`config.mk`:
```
export PLATFORM = sky130hd
export DESIGN_NAME = rms_record_deframer
export DESIGN_NICKNAME = d
export VERILOG_FILES = /design/src/rtl/core/rrd_pkg.sv /design/src/rtl/core/rrd_core.sv /design/src/rtl/core/rrd_outq.sv /design/src/rtl/core/rms_record_deframer.sv
export SDC_FILE = /design/constraint.sdc
export NUM_CORES = 1
export LEC_CHECK = 0
export ABC_CLOCK_PERIOD_IN_PS = 5940
export BUFFER_PORTS_ARGS = -buffer_cell sky130_fd_sc_hd__buf_2
export CAP_MARGIN = 0
export CORE_MARGIN = 4
export CORE_UTILIZATION = 40
export CTS_BUF_LIST = sky130_fd_sc_hd__clkbuf_2
export CTS_CLUSTER_SIZE = 8
export DETAILED_ROUTE_END_ITERATION = 8
export GPL_TIMING_DRIVEN = 0
export PLACE_DENSITY = 0.63
export RECOVER_POWER = 50
export SLEW_MARGIN = 30
export SYNTH_ARGS = -nofsm -noshare
export SYNTH_HDL_FRONTEND = slang
export SYNTH_SLANG_ARGS = --single-unit
export TNS_END_PERCENT = 100
```
`constraint.sdc`:
```
create_clock -name i_clk -period 5.94 [get_ports i_clk]
set_input_delay 0.594 -clock i_clk [delete_from_list [all_inputs] [get_ports i_clk]]
set_output_delay 0.594 -clock i_clk [all_outputs]
set_load 0.01 [all_outputs]
```
`src/rtl/core/rrd_pkg.sv`:
```
// ----------------------------------------------------------------------------
// rrd_pkg
// types and codes shared by the record deframer modules
// ----------------------------------------------------------------------------
package rrd_pkg;

    // record format codes
    localparam logic [2:0] FMT_UNDEF     = 3'd0;
    localparam logic [2:0] FMT_FIXED     = 3'd1;
    localparam logic [2:0] FMT_VARIABLE  = 3'd2;
    localparam logic [2:0] FMT_VFC       = 3'd3;
    localparam logic [2:0] FMT_STREAM    = 3'd4;
    localparam logic [2:0] FMT_STREAM_LF = 3'd5;
    localparam logic [2:0] FMT_STREAM_CR = 3'd6;
    localparam logic [2:0] FMT_NONE      = 3'd7;

    // configuration register indexes
    localparam logic [1:0] CFG_RECORD_FORMAT = 2'd0;
    localparam logic [1:0] CFG_CONTROL_SIZE  = 2'd1;
    localparam logic [1:0] CFG_FILE_LENGTH   = 2'd2;
    localparam logic [1:0] CFG_NO_NEWLINE    = 2'd3;

    // record length phases
    localparam logic [1:0] PH_LEN_LO = 2'd0;
    localparam logic [1:0] PH_LEN_HI = 2'd1;
    localparam logic [1:0] PH_DATA   = 2'd2;

    // character codes
    localparam logic [7:0] CHAR_CR = 8'd13;
    localparam logic [7:0] CHAR_LF = 8'd10;

    // default control field size for vfc records
    localparam logic [7:0] VFC_DEFAULT_CTL = 8'd2;

    // result queue depth
    localparam int QUEUE_DEPTH = 4;
    localparam int QUEUE_AW    = $clog2(QUEUE_DEPTH);

    typedef struct packed {
        logic       has_byte;
        logic [7:0] out_byte;
        logic       last_of_run;
        logic       bad_format;
        logic       end_of_block;
    } t_result;

    // up to two results from one decoded request
    typedef struct packed {
        logic [1:0] count;
        t_result    res0;
        t_result    res1;
    } t_push;

    typedef struct packed {
        logic [2:0]  record_format;
        logic [7:0]  control_size;
        logic [31:0] file_length;
        logic        no_newline;
    } t_cfg;

endpackage

```
`src/rtl/core/rrd_core.sv`:
```
// ----------------------------------------------------------------------------
// rrd_core
// input register, record decode state and per-byte decode logic
// ----------------------------------------------------------------------------
module rrd_core (
    input  logic           i_clk,
    input  logic           i_rst_n,
    input  logic           i_in_valid,
    output logic           o_in_ready,
    input  logic           i_mode,
    input  logic [7:0]     i_data_byte,
    input  logic           i_block_last,
    input  rrd_pkg::t_cfg  i_cfg,
    input  logic           i_room,
    output rrd_pkg::t_push o_push
);

    logic        r_in_valid;
    logic        r_mode;
    logic [7:0]  r_byte;
    logic        r_blast;

    logic [31:0] r_consumed, n_consumed;
    logic [15:0] r_record_left, n_record_left;
    logic [1:0]  r_phase, n_phase;
    logic [7:0]  r_length_low, n_length_low;
    logic [8:0]  r_skip_left, n_skip_left;
    logic        r_fault, n_fault;

    logic           fire;
    logic           in_accept;
    logic [31:0]    pos;
    logic [7:0]     ctl_size;
    logic [15:0]    len;
    logic [15:0]    rec_len;
    logic [8:0]     skip_val;
    logic [15:0]    left_dec;
    rrd_pkg::t_push push;

    assign fire       = r_in_valid && i_room;
    assign in_accept  = i_in_valid && o_in_ready;
    assign o_in_ready = !r_in_valid || fire;
    assign o_push     = push;

    // input register
    always_ff @(posedge i_clk) begin
        if (!i_rst_n) begin
            r_in_valid <= 1'b0;
        end else if (in_accept) begin
            r_in_valid <= 1'b1;
        end else if (fire) begin
            r_in_valid <= 1'b0;
        end
    end

    always_ff @(posedge i_clk) begin
        if (in_accept) begin
            r_mode  <= i_mode;
            r_byte  <= i_data_byte;
            r_blast <= i_block_last;
        end
    end

    // decode state
    always_ff @(posedge i_clk) begin
        if (!i_rst_n) begin
            r_consumed    <= '0;
            r_record_left <= '0;
            r_phase       <= rrd_pkg::PH_LEN_LO;
            r_length_low  <= '0;
            r_skip_left   <= '0;
            r_fault       <= 1'b0;
        end else begin
            r_consumed    <= n_consumed;
            r_record_left <= n_record_left;
            r_phase       <= n_phase;
            r_length_low  <= n_length_low;
            r_skip_left   <= n_skip_left;
            r_fault       <= n_fault;
        end
    end

    // record length arithmetic
    assign pos      = r_consumed + 32'd1;
    assign ctl_size = (i_cfg.control_size == 8'd0) ? rrd_pkg::VFC_DEFAULT_CTL
                                                   : i_cfg.control_size;
    assign len      = {r_byte, r_length_low};
    assign left_dec = r_record_left - 16'd1;

    always_comb begin
        rec_len  = len;
        skip_val = 9'd0;
        if (i_cfg.record_format == rrd_pkg::FMT_VFC) begin
            skip_val = {1'b0, ctl_size};
            rec_len  = (len > {8'd0, ctl_size}) ? (len - {8'd0, ctl_size}) : 16'd0;
        end
    end

    // per-byte decode
    always_comb begin
        n_consumed    = r_consumed;
        n_record_left = r_record_left;
        n_phase       = r_phase;
        n_length_low  = r_length_low;
        n_skip_left   = r_skip_left;
        n_fault       = r_fault;
        push          = '0;

        if (fire) begin
            if (r_mode) begin
                // new file clears everything
                n_consumed    = '0;
                n_record_left = '0;
                n_phase       = rrd_pkg::PH_LEN_LO;
                n_length_low  = '0;
                n_skip_left   = '0;
                n_fault       = 1'b0;
            end else if (r_fault || !(r_consumed < i_cfg.file_length)) begin
                // dropped byte
            end else if (i_cfg.record_format == rrd_pkg::FMT_UNDEF ||
                         i_cfg.record_format == rrd_pkg::FMT_NONE) begin
                n_fault              = 1'b1;
                push.res0.bad_format = 1'b1;
                push.count           = 2'd1;
            end else begin
                n_consumed = pos;
                unique case (i_cfg.record_format)
                    rrd_pkg::FMT_STREAM_CR: begin
                        push.res0.has_byte = 1'b1;
                        push.res0.out_byte = (r_byte == rrd_pkg::CHAR_CR) ? rrd_pkg::CHAR_LF
                                                                         : r_byte;
                        push.count         = 2'd1;
                    end
                    rrd_pkg::FMT_VARIABLE, rrd_pkg::FMT_VFC: begin
                        priority if (r_skip_left != 9'd0) begin
                            n_skip_left = r_skip_left - 9'd1;
                        end else if (r_phase == rrd_pkg::PH_LEN_LO) begin
                            n_length_low = r_byte;
                            n_phase      = rrd_pkg::PH_LEN_HI;
                        end else if (r_phase == rrd_pkg::PH_LEN_HI) begin
                            n_phase       = rrd_pkg::PH_DATA;
                            n_record_left = rec_len;
                            n_skip_left   = skip_val;
                            if (rec_len == 16'd0) begin
                                // record ends with its length field
                                n_phase     = rrd_pkg::PH_LEN_LO;
                                n_skip_left = skip_val + {8'd0, pos[0] ^ skip_val[0]};
                                if (!i_cfg.no_newline) begin
                                    push.res0.has_byte = 1'b1;
                                    push.res0.out_byte = rrd_pkg::CHAR_LF;
                                    push.count         = 2'd1;
                                end
                            end
                        end else begin
                            // record data, phase two or the spare code
                            push.res0.has_byte = 1'b1;
                            push.res0.out_byte = r_byte;
                            push.count         = 2'd1;
                            n_record_left      = left_dec;
                            if (left_dec == 16'd0) begin
                                n_phase     = rrd_pkg::PH_LEN_LO;
                                n_skip_left = {8'd0, pos[0]};
                                if (!i_cfg.no_newline) begin
                                    push.res1.has_byte = 1'b1;
                                    push.res1.out_byte = rrd_pkg::CHAR_LF;
                                    push.count         = 2'd2;
                                end
                            end
                        end
                    end
                    default: begin
                        push.res0.has_byte = 1'b1;
                        push.res0.out_byte = r_byte;
                        push.count         = 2'd1;
                    end
                endcase
            end

            // mark the final result of this request
            if (push.count == 2'd1) begin
                push.res0.last_of_run  = 1'b1;
                push.res0.end_of_block = r_blast;
            end else if (push.count == 2'd2) begin
                push.res1.last_of_run  = 1'b1;
                push.res1.end_of_block = r_blast;
            end
        end
    end

endmodule

```
`src/rtl/core/rrd_outq.sv`:
```
// ----------------------------------------------------------------------------
// rrd_outq
// small result queue taking up to two results per cycle, giving one per cycle while the receiver is ready
// ----------------------------------------------------------------------------
module rrd_outq (
    input  logic             i_clk,
    input  logic             i_rst_n,
    input  rrd_pkg::t_push   i_push,
    output logic             o_room,
    output logic             o_out_valid,
    input  logic             i_out_ready,
    output rrd_pkg::t_result o_result
);

    localparam int AW = rrd_pkg::QUEUE_AW;

    rrd_pkg::t_result r_q [rrd_pkg::QUEUE_DEPTH];
    logic [AW-1:0]    r_wr, r_rd;
    logic [AW:0]      r_count;
    logic             pop;

    assign o_out_valid = (r_count != '0);
    assign pop         = o_out_valid && i_out_ready;
    assign o_result    = r_q[r_rd];
    // room for two more after this cycle's pop
    assign o_room      = (r_count <= (AW+1)'(rrd_pkg::QUEUE_DEPTH - 2)) ||
                         (pop && (r_count <= (AW+1)'(rrd_pkg::QUEUE_DEPTH - 1)));

    // pointers and fill count
    always_ff @(posedge i_clk) begin
        if (!i_rst_n) begin
            r_wr    <= '0;
            r_rd    <= '0;
            r_count <= '0;
        end else begin
            r_wr    <= r_wr + AW'(i_push.count);
            r_rd    <= r_rd + AW'(pop);
            r_count <= r_count + (AW+1)'(i_push.count) - (AW+1)'(pop);
        end
    end

    // result storage
    always_ff @(posedge i_clk) begin
        if (i_push.count != 2'd0) begin
            r_q[r_wr] <= i_push.res0;
        end
        if (i_push.count == 2'd2) begin
            r_q[r_wr + AW'(1)] <= i_push.res1;
        end
    end

endmodule

```
`src/rtl/core/rms_record_deframer.sv`:
```
// ----------------------------------------------------------------------------
// rms_record_deframer
// decodes the record format of saved file data, one byte per request
// ----------------------------------------------------------------------------
// Input channel i_in_valid/o_in_ready carries one request: a data byte, the
// new-file mode bit and the tape block-last flag. Output channel
// o_out_valid/i_out_ready carries results: a decoded byte or newline, the
// error flag, and last/end-of-block marks on the final result of a request.
// Configuration writes come on i_cfg_valid/o_cfg_ready (always ready) with a
// register index and data; write them only while the block is idle.
// An accepted request is held in the input register, decoded once the queue
// has room, and its results are written to the result queue for output.
// One request per cycle while the queue has room; a request that gives a
// byte plus a newline pushes two results, given one at a time by the
// single-result output port; a four-entry result queue absorbs the extra one.
// A stalled receiver fills the queue; input ready drops while a request
// waits and the queue, after this cycle's pop, has fewer than two free slots.
// Reset restores the register defaults (variable format, file length zero)
// and clears the decode state, input register and queue.
// ----------------------------------------------------------------------------
module rms_record_deframer (
    input  logic        i_clk,
    input  logic        i_rst_n,
    input  logic        i_in_valid,
    output logic        o_in_ready,
    input  logic        i_mode,
    input  logic [7:0]  i_data_byte,
    input  logic        i_block_last,
    output logic        o_out_valid,
    input  logic        i_out_ready,
    output logic        o_has_byte,
    output logic [7:0]  o_out_byte,
    output logic        o_last_of_run,
    output logic        o_bad_format,
    output logic        o_end_of_block,
    input  logic        i_cfg_valid,
    output logic        o_cfg_ready,
    input  logic [1:0]  i_cfg_index,
    input  logic [31:0] i_cfg_data
);

    rrd_pkg::t_cfg    r_cfg;
    rrd_pkg::t_push   push;
    rrd_pkg::t_result result;
    logic             room;

    assign o_cfg_ready = 1'b1;

    // configuration registers
    always_ff @(posedge i_clk) begin
        if (!i_rst_n) begin
            r_cfg.record_format <= rrd_pkg::FMT_VARIABLE;
            r_cfg.control_size  <= 8'd0;
            r_cfg.file_length   <= 32'd0;
            r_cfg.no_newline    <= 1'b0;
        end else if (i_cfg_valid) begin
            unique case (i_cfg_index)
                rrd_pkg::CFG_RECORD_FORMAT: r_cfg.record_format <= i_cfg_data[2:0];
                rrd_pkg::CFG_CONTROL_SIZE:  r_cfg.control_size  <= i_cfg_data[7:0];
                rrd_pkg::CFG_FILE_LENGTH:   r_cfg.file_length   <= i_cfg_data;
                rrd_pkg::CFG_NO_NEWLINE:    r_cfg.no_newline    <= i_cfg_data[0];
                default: ;
            endcase
        end
    end

    // decode stage
    rrd_core u_core (
        .i_clk        (i_clk),
        .i_rst_n      (i_rst_n),
        .i_in_valid   (i_in_valid),
        .o_in_ready   (o_in_ready),
        .i_mode       (i_mode),
        .i_data_byte  (i_data_byte),
        .i_block_last (i_block_last),
        .i_cfg        (r_cfg),
        .i_room       (room),
        .o_push       (push)
    );

    // result queue
    rrd_outq u_outq (
        .i_clk       (i_clk),
        .i_rst_n     (i_rst_n),
        .i_push      (push),
        .o_room      (room),
        .o_out_valid (o_out_valid),
        .i_out_ready (i_out_ready),
        .o_result    (result)
    );

    assign o_has_byte     = result.has_byte;
    assign o_out_byte     = result.out_byte;
    assign o_last_of_run  = result.last_of_run;
    assign o_bad_format   = result.bad_format;
    assign o_end_of_block = result.end_of_block;

endmodule

```
==> reports/summary.txt <==
Pin count of the biggest net entering global routing: 19
Final net count: 1,389
Clk pin slew, worst setup/hold paths: 290 ps
Outcome: complete, no violations
Clock Skew: 51.8 ps
Vias in the first global route: 8,454
Non-Filler Instances: 1,633
WL/cell: 16.6 µm
# H-tree levels: 4
Post-synthesis cell type count: 91
Drt first pass iters: 5
Worst hold slack: 73.4 ps
Placed insts: 1,561
Gr usage total: 19.1%
Mapped Cells: 1,170
Max rail drop VDD: 0.151 mV
Setup-failing EPs final: 0
Clk root buf: clkbuf_2
CTS tree: done
Final hold vios: 0
Max Clock Freq: 183 MHz
Crit path kind: register to register
HPWL Detailed: 20,400 µm
Setup repair bufs after CTS: 0
Post-synth top cells: dfxtp_1, nand2_1, nor2_1
Unrepaired setup endpoints after global routing: no
Slew Limit Fails: 0
Ys flop type: dfxtp_1
Via count: 8,841
Initial Utilization: 40.8%
Most frequent cell after synthesis: dfxtp_1
Drt initial violations: 624
CTS sink cnt: 178
Residual DRC: 0
CP Launch Type: register
Clk Latency, worst-skew pair: 790 ps
Row count: 58
DIE WIDTH: 169 µm
Setup TNS: 0 ps
Worst hold path type: primary input to register
Core area: 0.0253 mm²
CP max FO: 10
Ratio of cells with drive above 1 in the final layout: 11.2%
Synth warn: 0
GRT overflow: 0
Max-Cap Viols: 0
Cts bufs inserted: 17
Async set-reset flop share out of synthesis: 0%
Min cycle time layout: 5470 ps
Seq/Total Area, Yosys: 37.4%
CTS Buffer Depth: 2
DIE HEIGHT: 169 µm
Area Overhead vs Synth: 13.2%
Cell taking the most area after synthesis: dfxtp_1
PortBufs: 61
Critical Path AT: 6190 ps
Mapped Avg Cell Area: 8.83 µm²
Final ANT Viol Nets: 0
Number of synthesized flops with an enable pin: 30
Synthesized area: 0.0103 mm²
WL final: 27,100 µm
Final Core Density: 46.2%
CP Capture Type: register
Die Area: 0.0285 mm²
First-pass GRT wire length: 44,300 µm
Power per cell area: 232 mW/mm²
Share of the synthesized area in the top cell type: 28.7%
I/O pin count: 64
Synth top area cells: dfxtp_1, edfxtp_1, ha_1, nand2_1, a21boi_0
Leak: 0.00437 µW
Gpl congestion: 0.874
Number of synthesized register bits: 178
Vias per std cell: 5.41
Slew headroom: 33.0%
Worst slew pin tran: 1000 ps
Post-Syn Nets: 1,270
Antenna violations before repair: 1
Crit share post-route: 92.1%
Critical Path RT: 6660 ps
power by group:
group	switching, µW	internal [µW]
clock	494	218
sequential	45.1	1280
combinational	393	287
total	933	1780
critical path, cell delays in order (launching register included):
cell       delay (ps)
dfxtp_1           360
clkbuf_1          190
nor4_1            310
a21oi_1           210
fa_1              480
a211oi_2          390
nor3_4            120
nor2_1            150
o21ai_1           100
or2_1             220
clkbuf_1          210
a2111oi_1         910
nand3_1           160
a31oi_1           510
ha_1              240
inv_1              50
fa_1              370
xnor2_1           140
xnor2_1           120
and2_1            150
per-layer routing:
| layer | track usage [%] | part of all wire [%] |
|---|---|---|
| met1 | 26.1 | 47 |
| met2 | 31.6 | 47 |
| met3 | 2.92 | 4.1 |
| met4 | 5.05 | 2.0 |
| met5 | 0 | 0 |
timing repair:
item,in CTS,in global routing
gates resized for setup,0,0
endpoints found under the hold margin,39,0
hold buffers,39,0
state kept, by name, indices dropped and copies added (netlist names):
name                  cells
u_core.r_in_valid         1
u_core.r_skip_left        9
u_core.r_mode             1
u_core.r_blast            1
u_core.r_byte             8
u_core.r_length_low       8
u_core.r_record_left     16
u_outq.r_count            3
u_core.r_consumed        32
u_core.r_fault            1
u_core.r_phase            2
u_outq.r_wr               2
u_outq.r_rd               2
u_outq.r_q               48
r_cfg                    44
cell type report:
class / count / area [µm²]
Fill cell: 2491 / 13600
Multi-Input combinational cell: 856 / 5880
Sequential cell: 178 / 3860
Timing Repair Buffer: 100 / 678
Tap cell: 330 / 413
Buffer: 70 / 328
Inverter: 66 / 248
Clock inverter: 15 / 195
Clock buffer: 17 / 85.1
Antenna cell: 1 / 2.50
cells in the final DEF, fill, tap and decap left out, types with 11 or more instances in the layout:
| master | n |
|---|---|
| or3_1 | 13 |
| nor4_1 | 11 |
| o21ai_0 | 30 |
| mux2i_1 | 23 |
| a21oi_1 | 61 |
| nand2_1 | 142 |
| inv_1 | 63 |
| nand3_1 | 27 |
| a21o_1 | 12 |
| dlygate4sd3_1 | 39 |
| xnor2_1 | 24 |
| and2_1 | 13 |
| edfxtp_1 | 30 |
| a21boi_0 | 43 |
| mux4_2 | 12 |
| ha_1 | 49 |
| nor2b_1 | 43 |
| nor2_1 | 81 |
| o2bb2ai_1 | 16 |
| clkbuf_1 | 66 |
| xor2_1 | 28 |
| and3_1 | 14 |
| buf_2 | 53 |
| nand4_1 | 17 |
| clkbuf_2 | 18 |
| dfxtp_1 | 148 |
| nor3_1 | 22 |
| o21ai_1 | 11 |
cell families after synthesis:
| group | count (synthesis) | share of synthesized area [%] |
|---|---|---|
| other | 1 | 0.0363 |
| muxes | 37 | 5.06 |
| AOI/OAI and AO/OA | 274 | 19.0 |
| DFF | 178 | 37.4 |
| xor gates and xnor gates | 52 | 4.41 |
| buffers and inverters | 136 | 5.57 |
| adders and majority gates | 51 | 6.32 |
| and+or+nand+nor | 441 | 22.2 |
metrics by stage:
step                setup WS [ps]  power (µW)  area (µm²)
floorplan                    1530        1820       10300
global placement              655        2000       11000
detailed placement            602        2010       11000
CTS                           556        2740       11700
global route                 76.8        2860       11700
finish                        471        2710       11700
final timing paths:
check | from | to | slack, ps | cells after the start
hold / removal | i_cfg_data[7] | r_cfg[8] | 70 | 3
setup reg to reg | r_cfg[36] | u_outq.r_count[2] | 470 | 19
hold reg to reg | r_cfg[3] | r_cfg[3] | 480 | 2
setup / recovery | r_cfg[36] | u_outq.r_count[2] | 470 | 19
Note: power is estimated with default switching activity, not from simulation.
